## src/hpm_pkg.sv

```systemverilog
// hpm_pkg: shared types, codes and constants of the hysteresis period meter.
// Used by every module under src but hpm_fifo; it depends on nothing else.
package hpm_pkg;

  // Band divisor and the record length at which the sample index saturates.
  localparam int SPAN_DIVISOR = 4;
  localparam int MAX_RECORD   = 65536;

  // Depth of the band pipeline, from a register write to a settled band.
  localparam int BAND_LAT = 3;

  // Reciprocal used to divide a 16-bit magnitude by SPAN_DIVISOR (up to 64):
  // floor(a / D) == (a * ceil(2^22 / D)) >> 22 holds for every a below 2^16.
  localparam int RECIP_SHIFT = 22;
  localparam int RECIP_W     = RECIP_SHIFT + 1;
  localparam logic [RECIP_W-1:0] RECIP =
    RECIP_W'((2 ** RECIP_SHIFT + SPAN_DIVISOR - 1) / SPAN_DIVISOR);

  localparam logic [15:0] IDX_MAX  = 16'(MAX_RECORD - 1);
  localparam logic [10:0] EDGE_CAP = 11'd1024;

  typedef enum logic [1:0] {
    ST_OK   = 2'd0,
    ST_FLAT = 2'd1,
    ST_FEW  = 2'd2
  } status_t;

  typedef enum logic [2:0] {
    CFG_SIG_MIN      = 3'd0,
    CFG_SIG_MAX      = 3'd1,
    CFG_SIG_MEAN     = 3'd2,
    CFG_DEAD_BAND    = 3'd3,
    CFG_SETTLE_COUNT = 3'd4,
    CFG_EDGE_LIMIT   = 3'd5
  } cfg_idx_t;

  typedef struct packed {
    logic [15:0] sig_min;
    logic [15:0] sig_max;
    logic [15:0] sig_mean;
    logic [11:0] dead_band;
    logic [7:0]  settle_count;
    logic [10:0] edge_limit;
  } cfg_t;

  typedef struct packed {
    logic [15:0] lower;
    logic [15:0] upper;
    logic        flat;
  } band_t;

  // One classified sample, handed from the front end to the edge tracker.
  typedef struct packed {
    logic [15:0] idx;
    logic        gt;        // above the upper limit
    logic        le;        // at or below the lower limit
    logic        search;    // edge search is active at this index
    logic        set_side;  // the start vote decides the side here
    logic        side_val;  // outcome of the vote
    logic        last;
    logic        flat;
  } cls_t;

  typedef struct packed {
    status_t     status;
    logic [9:0]  captured_periods;
    logic [15:0] counted_periods;
    logic [15:0] captured_span;
    logic [15:0] total_span;
    logic [31:0] sum_sq_periods;
  } res_t;

endpackage

```

## src/hysteresis_period_meter.sv

```systemverilog
// hysteresis_period_meter: top level of the period meter. Holds the record
// registers and joins front end, tracker and queues. Depends on hpm_pkg,
// hpm_fifo, hpm_band (through hpm_front), hpm_front and hpm_back.
//
//   channel  | ports                                          | handshake
//   ---------+------------------------------------------------+------------------------
//   samples  | sample, last                                   | push / full
//   results  | status, captured_periods, counted_periods,     | empty / pop
//            | captured_span, total_span, sum_sq_periods      |
//   config   | cfg_index, cfg_data                            | cfg_write, no wait
//
// One sample beat is taken per clock while full is low. The front end holds
// each sample in a delay line as deep as the band pipeline, then classifies
// it; the tracker follows one beat per clock while the result queue has room,
// and the square and accumulate stages trail behind it.
// Reset clears all record state and loads the register defaults; full is
// high while rst is high. A stalled result side fills the queues and then
// raises full; nothing is dropped.
module hysteresis_period_meter #(
  parameter int MID_DEPTH = 4,
  parameter int OUT_DEPTH = 2
) (
  input  logic        clk,
  input  logic        rst,

  input  logic        push,
  output logic        full,
  input  logic [15:0] sample,
  input  logic        last,

  output logic        empty,
  input  logic        pop,
  output logic [1:0]  status,
  output logic [9:0]  captured_periods,
  output logic [15:0] counted_periods,
  output logic [15:0] captured_span,
  output logic [15:0] total_span,
  output logic [31:0] sum_sq_periods,

  input  logic        cfg_write,
  input  logic [2:0]  cfg_index,
  input  logic [15:0] cfg_data
);

  localparam int CLS_W = $bits(hpm_pkg::cls_t);
  localparam int RES_W = $bits(hpm_pkg::res_t);

  hpm_pkg::cfg_t cfg;

  logic             front_ready;
  logic             in_valid;
  logic             cls_push;
  hpm_pkg::cls_t    cls;
  logic             mid_full;
  logic             mid_empty;
  logic [CLS_W-1:0] mid_dout;
  hpm_pkg::cls_t    head;
  logic             back_pop;

  logic             out_full;
  logic             res_push;
  hpm_pkg::res_t    res;
  logic [RES_W-1:0] out_dout;
  hpm_pkg::res_t    out_res;

  // Record registers: the user must change them only between records (the block
  // does not enforce it); so each sample sees its record's band and edge limit.
  always_ff @(posedge clk) begin
    if (rst) begin
      cfg.sig_min      <= 16'd0;
      cfg.sig_max      <= 16'd65535;
      cfg.sig_mean     <= 16'd32768;
      cfg.dead_band    <= 12'd16;
      cfg.settle_count <= 8'd8;
      cfg.edge_limit   <= 11'd64;
    end else if (cfg_write) begin
      unique case (cfg_index)
        hpm_pkg::CFG_SIG_MIN:      cfg.sig_min      <= cfg_data;
        hpm_pkg::CFG_SIG_MAX:      cfg.sig_max      <= cfg_data;
        hpm_pkg::CFG_SIG_MEAN:     cfg.sig_mean     <= cfg_data;
        hpm_pkg::CFG_DEAD_BAND:    cfg.dead_band    <= cfg_data[11:0];
        hpm_pkg::CFG_SETTLE_COUNT: cfg.settle_count <= cfg_data[7:0];
        hpm_pkg::CFG_EDGE_LIMIT:   cfg.edge_limit   <= cfg_data[10:0];
        default: begin
        end
      endcase
    end
  end

  // Input side: a beat is taken on push while full is low.
  assign full     = rst || !front_ready;
  assign in_valid = push && !full;

  hpm_front u_front (
    .clk      (clk),
    .rst      (rst),
    .cfg      (cfg),
    .in_valid (in_valid),
    .sample   (sample),
    .last     (last),
    .ready    (front_ready),
    .q_full   (mid_full),
    .cls_push (cls_push),
    .cls      (cls)
  );

  // Queue of classified samples between the front end and the tracker.
  hpm_fifo #(
    .WIDTH (CLS_W),
    .DEPTH (MID_DEPTH)
  ) u_mid_fifo (
    .clk   (clk),
    .rst   (rst),
    .push  (cls_push),
    .din   (cls),
    .full  (mid_full),
    .pop   (back_pop),
    .dout  (mid_dout),
    .empty (mid_empty)
  );

  assign head = hpm_pkg::cls_t'(mid_dout);

  hpm_back u_back (
    .clk        (clk),
    .rst        (rst),
    .edge_limit (cfg.edge_limit),
    .head_valid (!mid_empty),
    .head       (head),
    .pop        (back_pop),
    .out_full   (out_full),
    .res_push   (res_push),
    .res        (res)
  );

  // Result queue: decouples the tracker from a slow consumer.
  hpm_fifo #(
    .WIDTH (RES_W),
    .DEPTH (OUT_DEPTH)
  ) u_out_fifo (
    .clk   (clk),
    .rst   (rst),
    .push  (res_push),
    .din   (res),
    .full  (out_full),
    .pop   (pop),
    .dout  (out_dout),
    .empty (empty)
  );

  assign out_res          = hpm_pkg::res_t'(out_dout);
  assign status           = out_res.status;
  assign captured_periods = out_res.captured_periods;
  assign counted_periods  = out_res.counted_periods;
  assign captured_span    = out_res.captured_span;
  assign total_span       = out_res.total_span;
  assign sum_sq_periods   = out_res.sum_sq_periods;

endmodule

```

## src/hpm_fifo.sv

```systemverilog
// hpm_fifo: small first-in first-out queue of packed beats.
// Generic; used between front end and tracker and on the result side.
module hpm_fifo #(
  parameter int WIDTH = 8,
  parameter int DEPTH = 4
) (
  input  logic             clk,
  input  logic             rst,
  input  logic             push,
  input  logic [WIDTH-1:0] din,
  output logic             full,
  input  logic             pop,
  output logic [WIDTH-1:0] dout,
  output logic             empty
);

  localparam int AW = (DEPTH > 1) ? $clog2(DEPTH) : 1;
  localparam int CW = $clog2(DEPTH + 1);

  logic [WIDTH-1:0] mem [DEPTH];
  logic [AW-1:0]    wr_ptr;
  logic [AW-1:0]    rd_ptr;
  logic [CW-1:0]    count;
  logic             wr;
  logic             rd;

  assign full  = (count == CW'(DEPTH));
  assign empty = (count == '0);
  assign wr    = push && !full;
  assign rd    = pop && !empty;
  assign dout  = mem[rd_ptr];

  always_ff @(posedge clk) begin
    if (rst) begin
      wr_ptr <= '0;
      rd_ptr <= '0;
      count  <= '0;
    end else begin
      if (wr) begin
        wr_ptr <= (wr_ptr == AW'(DEPTH - 1)) ? '0 : wr_ptr + AW'(1);
      end
      if (rd) begin
        rd_ptr <= (rd_ptr == AW'(DEPTH - 1)) ? '0 : rd_ptr + AW'(1);
      end
      if (wr && !rd) begin
        count <= count + CW'(1);
      end else if (rd && !wr) begin
        count <= count - CW'(1);
      end
    end
  end

  always_ff @(posedge clk) begin
    if (wr) begin
      mem[wr_ptr] <= din;
    end
  end

endmodule

```

## src/hpm_band.sv

```systemverilog
// hpm_band: three-stage pipeline that turns the record registers into the
// hysteresis band limits and the flat flag. Depends on hpm_pkg.
module hpm_band (
  input  logic          clk,
  input  hpm_pkg::cfg_t cfg,
  output hpm_pkg::band_t band
);

  logic signed [16:0] dl;
  logic signed [16:0] du;

  // Stage 1: signed spans, their magnitudes, and the fallback limits.
  logic               s1_neg_l, s1_neg_u, s1_flat;
  logic [15:0]        s1_mag_l, s1_mag_u, s1_me, s1_lo_fb, s1_up_fb;
  logic [16:0]        s1_lo_lim;
  logic signed [17:0] s1_hi_lim;

  // Stage 2: spans scaled by the reciprocal of the divisor.
  localparam int PW = 16 + hpm_pkg::RECIP_W;
  logic               s2_neg_l, s2_neg_u, s2_flat;
  logic [PW-1:0]      s2_prod_l, s2_prod_u;
  logic [15:0]        s2_me, s2_lo_fb, s2_up_fb;
  logic [16:0]        s2_lo_lim;
  logic signed [17:0] s2_hi_lim;

  logic [15:0] ql, qu, lo_raw, up_raw;

  assign dl = $signed({1'b0, cfg.sig_mean}) - $signed({1'b0, cfg.sig_min});
  assign du = $signed({1'b0, cfg.sig_max}) - $signed({1'b0, cfg.sig_mean});

  always_ff @(posedge clk) begin
    s1_neg_l  <= dl[16];
    s1_neg_u  <= du[16];
    s1_mag_l  <= dl[16] ? 16'(-dl) : dl[15:0];
    s1_mag_u  <= du[16] ? 16'(-du) : du[15:0];
    s1_me     <= cfg.sig_mean;
    s1_lo_fb  <= cfg.sig_mean - {5'd0, cfg.dead_band[11:1]};
    s1_up_fb  <= cfg.sig_mean + {5'd0, cfg.dead_band[11:1]};
    s1_lo_lim <= {1'b0, cfg.sig_min} + {5'd0, cfg.dead_band};
    s1_hi_lim <= $signed({2'b00, cfg.sig_max}) - $signed({6'd0, cfg.dead_band});
    s1_flat   <= ($signed({1'b0, cfg.sig_max}) - $signed({1'b0, cfg.sig_min}))
                 <= $signed({5'd0, cfg.dead_band});
  end

  always_ff @(posedge clk) begin
    s2_neg_l  <= s1_neg_l;
    s2_neg_u  <= s1_neg_u;
    s2_prod_l <= PW'(s1_mag_l) * PW'(hpm_pkg::RECIP);
    s2_prod_u <= PW'(s1_mag_u) * PW'(hpm_pkg::RECIP);
    s2_me     <= s1_me;
    s2_lo_fb  <= s1_lo_fb;
    s2_up_fb  <= s1_up_fb;
    s2_lo_lim <= s1_lo_lim;
    s2_hi_lim <= s1_hi_lim;
    s2_flat   <= s1_flat;
  end

  // Stage 3: apply the signs (division rounds toward zero) and fall back to
  // the dead band around the mean when a limit crowds the extreme.
  assign ql     = s2_prod_l[hpm_pkg::RECIP_SHIFT +: 16];
  assign qu     = s2_prod_u[hpm_pkg::RECIP_SHIFT +: 16];
  assign lo_raw = s2_neg_l ? s2_me + ql : s2_me - ql;
  assign up_raw = s2_neg_u ? s2_me - qu : s2_me + qu;

  always_ff @(posedge clk) begin
    band.lower <= ({1'b0, lo_raw} <= s2_lo_lim) ? s2_lo_fb : lo_raw;
    band.upper <= ($signed({2'b00, up_raw}) >= s2_hi_lim) ? s2_up_fb : up_raw;
    band.flat  <= s2_flat;
  end

endmodule

```

## src/hpm_front.sv

```systemverilog
// hpm_front: accepts samples, delays them while the band settles, and
// classifies each against the band, including the start vote.
// Depends on hpm_pkg and hpm_band.
module hpm_front (
  input  logic          clk,
  input  logic          rst,
  input  hpm_pkg::cfg_t cfg,
  input  logic          in_valid,
  input  logic [15:0]   sample,
  input  logic          last,
  output logic          ready,
  input  logic          q_full,
  output logic          cls_push,
  output hpm_pkg::cls_t cls
);

  localparam int L = hpm_pkg::BAND_LAT;

  hpm_pkg::band_t band;

  logic [L-1:0] v;
  logic [L-1:0] en;
  logic [L-1:0] lst;
  logic [15:0]  smp [L];

  logic [15:0] idx;
  logic [8:0]  vote;
  logic [8:0]  vote_next;
  logic        gt;
  logic        le;

  hpm_band u_band (
    .clk  (clk),
    .cfg  (cfg),
    .band (band)
  );

  // A stage moves when it is empty or when the stage after it moves.
  always_comb begin
    en[L-1] = !v[L-1] || !q_full;
    for (int j = L - 2; j >= 0; j--) begin
      en[j] = !v[j] || en[j+1];
    end
  end

  assign ready    = en[0];
  assign cls_push = v[L-1] && !q_full;

  always_ff @(posedge clk) begin
    if (rst) begin
      v <= '0;
    end else begin
      if (en[0]) begin
        v[0] <= in_valid;
      end
      for (int j = 1; j < L; j++) begin
        if (en[j]) begin
          v[j] <= v[j-1];
        end
      end
    end
  end

  always_ff @(posedge clk) begin
    if (en[0]) begin
      smp[0] <= sample;
      lst[0] <= last;
    end
    for (int j = 1; j < L; j++) begin
      if (en[j]) begin
        smp[j] <= smp[j-1];
        lst[j] <= lst[j-1];
      end
    end
  end

  assign gt = smp[L-1] > band.upper;
  assign le = smp[L-1] <= band.lower;

  // Sample 0 votes alone and, for a nonzero settle count, in the settle window.
  assign vote_next = vote + 9'(idx == 16'd0 && gt)
                   + 9'(idx < {8'd0, cfg.settle_count} && gt);

  always_comb begin
    cls.idx      = idx;
    cls.gt       = gt;
    cls.le       = le;
    cls.search   = idx >= {8'd0, cfg.settle_count};
    cls.set_side = (cfg.settle_count == 8'd0 && idx == 16'd0)
                || ({1'b0, idx} + 17'd1 == {9'd0, cfg.settle_count});
    cls.side_val = vote_next > {2'b00, cfg.settle_count[7:1]};
    cls.last     = lst[L-1];
    cls.flat     = band.flat;
  end

  always_ff @(posedge clk) begin
    if (rst) begin
      idx  <= '0;
      vote <= '0;
    end else if (cls_push) begin
      if (lst[L-1]) begin
        idx  <= '0;
        vote <= '0;
      end else begin
        idx  <= (idx != hpm_pkg::IDX_MAX) ? idx + 16'd1 : idx;
        vote <= vote_next;
      end
    end
  end

endmodule

```

## src/hpm_back.sv

```systemverilog
// hpm_back: edge tracker. Follows the side of the signal, counts and captures
// upward crossings, squares the periods and builds the record result.
// Depends on hpm_pkg.
module hpm_back (
  input  logic          clk,
  input  logic          rst,
  input  logic [10:0]   edge_limit,
  input  logic          head_valid,
  input  hpm_pkg::cls_t head,
  output logic          pop,
  input  logic          out_full,
  output logic          res_push,
  output hpm_pkg::res_t res
);

  logic        en;

  logic        above;
  logic [9:0]  cap;
  logic [15:0] all_edges;
  logic [15:0] first_pos;
  logic [15:0] prev_pos;
  logic [15:0] latest_pos;
  logic [31:0] acc;

  logic        above_next;
  logic [9:0]  cap_next;
  logic [15:0] all_next;
  logic [15:0] first_next;
  logic [15:0] prev_next;
  logic [15:0] latest_next;
  logic [31:0] acc_next;

  logic [10:0] lim;
  logic        cap_ok;
  logic        side;
  logic        rise;
  logic        fall;
  logic        capture;
  logic [15:0] d;

  hpm_pkg::status_t r_status;
  logic [9:0]       r_cap;
  logic [15:0]      r_cnt, r_cspan, r_tspan;
  logic             r_keep;

  logic                s1_v, s1_last, s1_dv, s1_keep;
  logic [15:0]         s1_d;
  hpm_pkg::status_t    s1_status;
  logic [9:0]          s1_cap;
  logic [15:0]         s1_cnt, s1_cspan, s1_tspan;

  logic                s2_v, s2_last, s2_dv, s2_keep;
  logic [31:0]         s2_sq;
  hpm_pkg::status_t    s2_status;
  logic [9:0]          s2_cap;
  logic [15:0]         s2_cnt, s2_cspan, s2_tspan;

  logic [32:0] sum_ext;

  assign en  = !out_full;
  assign pop = en && head_valid;

  assign lim    = (edge_limit > hpm_pkg::EDGE_CAP) ? hpm_pkg::EDGE_CAP : edge_limit;
  assign cap_ok = (lim != 11'd0) && ({1'b0, cap} < lim - 11'd1);

  always_comb begin
    side        = head.set_side ? head.side_val : above;
    rise        = head.search && !side && head.gt;
    fall        = head.search && side && head.le;
    capture     = rise && cap_ok;
    above_next  = rise ? 1'b1 : (fall ? 1'b0 : side);
    first_next  = (rise && all_edges == 16'd0) ? head.idx : first_pos;
    prev_next   = capture ? head.idx : prev_pos;
    cap_next    = cap + 10'(capture);
    latest_next = rise ? head.idx : latest_pos;
    all_next    = (rise && all_edges != 16'hFFFF) ? all_edges + 16'd1 : all_edges;
    d           = head.idx - prev_pos;
  end

  always_comb begin
    r_status = hpm_pkg::ST_OK;
    r_cap    = '0;
    r_cnt    = '0;
    r_cspan  = '0;
    r_tspan  = '0;
    r_keep   = 1'b0;
    priority if (head.flat) begin
      r_status = hpm_pkg::ST_FLAT;
    end else begin
      if (all_next != 16'd0) begin
        r_cnt   = all_next - 16'd1;
        r_tspan = latest_next - first_next;
      end
      if (cap_next <= 10'd1) begin
        r_status = hpm_pkg::ST_FEW;
      end else begin
        r_cap   = cap_next - 10'd1;
        r_cspan = prev_next - first_next;
        r_keep  = 1'b1;
      end
    end
  end

  always_ff @(posedge clk) begin
    if (rst) begin
      above      <= 1'b0;
      cap        <= '0;
      all_edges  <= '0;
      first_pos  <= '0;
      prev_pos   <= '0;
      latest_pos <= '0;
    end else if (pop) begin
      if (head.last) begin
        above      <= 1'b0;
        cap        <= '0;
        all_edges  <= '0;
        first_pos  <= '0;
        prev_pos   <= '0;
        latest_pos <= '0;
      end else begin
        above      <= above_next;
        cap        <= cap_next;
        all_edges  <= all_next;
        first_pos  <= first_next;
        prev_pos   <= prev_next;
        latest_pos <= latest_next;
      end
    end
  end

  // Square and accumulate run two stages behind the tracker, in order.
  always_ff @(posedge clk) begin
    if (rst) begin
      s1_v <= 1'b0;
      s2_v <= 1'b0;
    end else if (en) begin
      s1_v <= head_valid;
      s2_v <= s1_v;
    end
  end

  always_ff @(posedge clk) begin
    if (en) begin
      s1_last   <= head.last;
      s1_dv     <= capture && (cap != 10'd0);
      s1_d      <= d;
      s1_keep   <= r_keep;
      s1_status <= r_status;
      s1_cap    <= r_cap;
      s1_cnt    <= r_cnt;
      s1_cspan  <= r_cspan;
      s1_tspan  <= r_tspan;

      s2_last   <= s1_last;
      s2_dv     <= s1_dv;
      s2_sq     <= {16'd0, s1_d} * {16'd0, s1_d};
      s2_keep   <= s1_keep;
      s2_status <= s1_status;
      s2_cap    <= s1_cap;
      s2_cnt    <= s1_cnt;
      s2_cspan  <= s1_cspan;
      s2_tspan  <= s1_tspan;
    end
  end

  assign sum_ext  = {1'b0, acc} + (s2_dv ? {1'b0, s2_sq} : 33'd0);
  assign acc_next = sum_ext[32] ? 32'hFFFF_FFFF : sum_ext[31:0];

  always_ff @(posedge clk) begin
    if (rst) begin
      acc <= '0;
    end else if (en && s2_v) begin
      acc <= s2_last ? 32'd0 : acc_next;
    end
  end

  assign res_push = en && s2_v && s2_last;

  always_comb begin
    res.status           = s2_status;
    res.captured_periods = s2_cap;
    res.counted_periods  = s2_cnt;
    res.captured_span    = s2_cspan;
    res.total_span       = s2_tspan;
    res.sum_sq_periods   = s2_keep ? acc_next : 32'd0;
  end

  a_cap_within_all: assert property (@(posedge clk) disable iff (rst)
    {6'd0, cap} <= all_edges)
    else $error("captured edge count exceeds detected edge count");

  a_clear_on_last: assert property (@(posedge clk) disable iff (rst)
    (pop && head.last) |=> (cap == 10'd0 && all_edges == 16'd0 && !above))
    else $error("record state not cleared after last sample");

  a_prev_after_first: assert property (@(posedge clk) disable iff (rst)
    (cap != 10'd0) |-> (prev_pos >= first_pos))
    else $error("captured edge lies before first edge");

  a_ok_has_periods: assert property (@(posedge clk) disable iff (rst)
    (res_push && res.status == hpm_pkg::ST_OK) |-> (res.captured_periods != 10'd0))
    else $error("ok result without captured periods");

  a_flat_zeroed: assert property (@(posedge clk) disable iff (rst)
    (res_push && res.status == hpm_pkg::ST_FLAT)
      |-> (res.counted_periods == 16'd0 && res.sum_sq_periods == 32'd0))
    else $error("flat result carries counts");

endmodule

```

## config.mk

```make
export PLATFORM = sky130hd
export DESIGN_NAME = hysteresis_period_meter
export DESIGN_NICKNAME = d
export VERILOG_FILES = /design/src/hpm_pkg.sv /design/src/hysteresis_period_meter.sv /design/src/hpm_fifo.sv /design/src/hpm_band.sv /design/src/hpm_front.sv /design/src/hpm_back.sv
export SDC_FILE = /design/constraint.sdc
export NUM_CORES = 2
export LEC_CHECK = 0
export BUFFER_PORTS_ARGS = -buffer_cell sky130_fd_sc_hd__buf_2
export CORE_ASPECT_RATIO = 0.5
export CORE_MARGIN = 3
export CORE_UTILIZATION = 45
export DETAILED_ROUTE_END_ITERATION = 12
export PLACE_DENSITY = 0.62
export SKIP_CTS_REPAIR_TIMING = 1
export SYNTH_ARGS = -nofsm -noshare
export SYNTH_HDL_FRONTEND = slang
export SYNTH_HIERARCHICAL = 1
export SYNTH_SLANG_ARGS = --single-unit
```

## constraint.sdc

```tcl
create_clock -name clk -period 9 [get_ports clk]
set_input_delay 0.45 -clock clk [delete_from_list [all_inputs] [get_ports clk]]
set_output_delay 0.45 -clock clk [all_outputs]
set_load 0.005 [all_outputs]
```

==> impl_metrics.sql <==
INSERT INTO impl_metrics (metric_group, metric, value, unit) VALUES
('place', 'routabilityCongestion', '0.911', ''),
('setup_path', 'endpoint_kind', 'flip-flop', ''),
('place', 'port_buffers', '134', ''),
('clocking', 'tritoncts', 'yes', ''),
('place', 'dpl_cell_area', '56600', 'um^2'),
('setup_path', 'rr_worst_depth', '23', ''),
('setup_path', 'critical_path.cell_chain', 'inv_1 -> nand2_1 -> ha_1 -> o21a_1 -> a21boi_0 -> o221ai_1 -> ha_1 -> nor4_1 -> o21ai_0 -> a221oi_1 -> inv_1 -> a21oi_2 -> ha_1 -> ha_1 -> nand3_1 -> xor2_1 -> nand2_1 -> nor3_1 -> nand2_1 -> nor3_1 -> or2_2 -> inv_1 -> and2_1', ''),
('min_path', 'holdCritPathClass', 'input pin to flip-flop', ''),
('synth', 'ys_async_sr_fraction', '0', '%'),
('finish', 'multiInputGateArea', '27400', 'um^2'),
('drt', 'drt_via_density', '5.36', ''),
('finish', 'finish.net_count', '5769', ''),
('synth', 'synth_sequential_area_ratio', '45.4', '%'),
('sta', 'worst_slew_pin_slew', '1.26', 'ns'),
('synth', 'postSynthRegisterBits', '987', ''),
('setup_path', 'worst_path_maximum_fanout', '24', ''),
('min_path', 'min_delay_worst_endpoint', 'cfg[54]', ''),
('setup_path', 'timing.critical_path.mode_cell', 'ha_1', ''),
('floorplan', 'die-area', '126000', 'um^2'),
('drt', 'detail-route-antenna-nets', '0', ''),
('finish', 'mostFrequentLayoutCell', 'edfxtp_1', ''),
('place', 'detailed_place_hpwl', '96100', 'um'),
('clocking', 'later_pin_clock_latency_in_the_skew_report', '0.70', 'ns'),
('floorplan', 'die_height', '252', 'um'),
('sta', 'unrepaired_setup_endpoints_after_global_routing', 'no', ''),
('global_route', 'first_global_vias', '36000', ''),
('synth', 'ys.warnings.count', '6', ''),
('global_route', 'grt_pass1_wl', '202000', 'um'),
('sta', 'period_minus_slack', '6.96', 'ns'),
('clocking', 'clockRootBuffer', 'clkbuf_16', ''),
('place', 'dp_slack', '2.25', 'ns'),
('finish', 'finalCoreUtilization', '50.3', '%'),
('sta', 'max-slew-margin-rel', '16.3', '%'),
('sta', 'timing.final.crit_share', '77.3', '%'),
('setup_path', 'reg2reg_to', 'u_back/s1_cap[1]', ''),
('floorplan', 'floorplan.die.width', '499', 'um'),
('synth', 'ys_dominant_reg_cell', 'edfxtp_1', ''),
('synth', 'synth_fp_nets', '5670', ''),
('finish', 'syn_to_final_growth', '9.85', '%'),
('sta', 'achievable-frequency', '144', 'MHz'),
('drt', 'detailroute.via_count', '36500', ''),
('synth', 'synth.distinct_cells', '121', ''),
('drt', 'post-route-drc-count', '0', ''),
('setup_path', 'rrSetupSlack', '2.04', 'ns'),
('synth', 'number_of_flops_mapped_to_enable_cells_by_yosys', '500', ''),
('flow_run', 'max_cap_violations', '0', ''),
('floorplan', 'top_level_ports', '135', ''),
('floorplan', 'floorplan_core_area', '119000', 'um^2'),
('finish', 'antenna_cells', '0', ''),
('synth', 'synthesis.instances', '5028', ''),
('global_route', 'antenna_found_initial', '0', ''),
('clocking', 'path_clk_slew', '0.07', 'ns'),
('min_path', 'holdCritStartpoint', 'cfg_data[7]', ''),
('setup_path', 'worstReg2RegStart', 'cfg[10]', ''),
('floorplan', 'initial_core_util', '45.8', '%'),
('setup_path', 'crit_required', '9.43', 'ns'),
('drt', 'wl_per_cell', '18.8', 'um'),
('floorplan', 'floorplan.rows', '89', ''),
('setup_path', 'crit_path_start_kind', 'flip-flop', ''),
('finish', 'fin_area', '60000', 'um^2'),
('finish', 'register_cell_area_after_layout', '24800', 'um^2'),
('setup_path', 'critPathArrivalTime', '7.39', 'ns'),
('setup_path', 'cp_slowest_cell', 'a21oi_2', ''),
('clocking', 'tritoncts_num_sinks', '987', ''),
('global_route', 'globalRouteTotalUtil', '20.0', '%'),
('drt', 'dr.pass1.iters', '6', ''),
('global_route', 'grt.overflow.total', '0', ''),
('min_path', 'holdPathStages', '3', ''),
('status', 'run_status', 'complete, no violations', ''),
('drt', 'dr.first_iter.drc_count', '2517', ''),
('drt', 'wl', '128000', 'um');
[worst max-delay path: cells and delay by family (launching register included)]
family	cells	cell delay, ns
AOI/OAI and AO/OA	6	2.02
xor gates and xnor gates	1	0.36
adders and majority gates	4	1.09
buffers and inverters	3	0.61
DFF	1	0.57
and+or+nand+nor	9	2.03
[layer usage]
| layer | routed length, um | vias up | GRT usage, % |
|---|---|---|---|
| li1 | - | 17800 | - |
| met1 | 61100 | 17800 | 28.6 |
| met2 | 59200 | 757 | 32.6 |
| met3 | 5250 | 153 | 2.83 |
| met4 | 2480 | 0 | 4.42 |
| met5 | 0 | - | 0 |
[state kept, by name (all words and copies together) (netlist names), 17 cells and up, named ones only]
name and cells:
cfg 79, u_back/acc 32, u_back/s2_sq 31, u_front/smp 48, u_front/u_band/band 33, u_front/u_band/s1_hi_lim 17, u_front/u_band/s1_lo_lim 17, u_front/u_band/s2_hi_lim 17
u_front/u_band/s2_lo_lim 17, u_mid_fifo/mem 92, u_out_fifo/mem 184
[through the flow]
stage | hold slack, ns | std cells
3_5_place_dp | 0.312 | 6610
3_3_place_gp | 0.310 | 6610
5_1_grt | 0.0132 | 6797
2_1_floorplan | 0.310 | 5028
4_1_cts | -0.116 | 6780
6_report | 0.0443 | 6797
[cell type report]
class	instances	share of cell area, %
repair buffers	171	1.68
well taps	1592	3.32
flip-flops and latches	987	41.3
clock inverters	46	0.981
clock buffers	124	4.26
multi-input cells	3440	45.7
inverters	437	2.75
[worst max path at each step]
| stage | start | end | slack (ns) | cells past startpoint |
|---|---|---|---|---|
| floorplan | u_out_fifo/count[1] | u_out_fifo/mem[1][0] | 1.78 | 6 |
| global placement | u_back/s1_d[4] | u_back/s2_sq[31] | 2.48 | 20 |
| detailed placement | cfg[10] | u_back/s1_cspan[1] | 2.25 | 23 |
| CTS | cfg[10] | u_back/s1_cap[1] | 2.17 | 23 |
| global route | cfg[10] | u_back/s1_cap[1] | 1.60 | 23 |
| finish | cfg[10] | u_back/s1_cap[1] | 2.04 | 23 |
[cell families after synthesis]
family | count (synthesis) | share of synthesized area (%)
compound gates | 845 | 10.1
xor+xnor | 324 | 5.23
fa+ha+maj | 601 | 16.2
buf+inv | 601 | 4.53
flops | 987 | 45.4
mux | 259 | 5.58
simple gates | 1411 | 12.9
[synthesized netlist by cell type, drive strengths merged, types with 103 or more instances]
cell type,n,area share (%)
o21ai,185,1.7
nor2,443,3.1
a21oi,250,2.3
mux2,133,2.7
fa,178,6.5
edfxtp,500,28
clkbuf,107,0.74
nand2b,113,1.3
ha,423,9.7
nand2,286,2.0
and2,109,1.3
mux2i,103,1.9
xnor2,219,3.5
xor2,105,1.7
inv,435,3.0
dfxtp,487,18
Power is left out: the tool's default activity adds up to more than one toggle a clock period on the data nets, which glitch-free logic cannot reach.
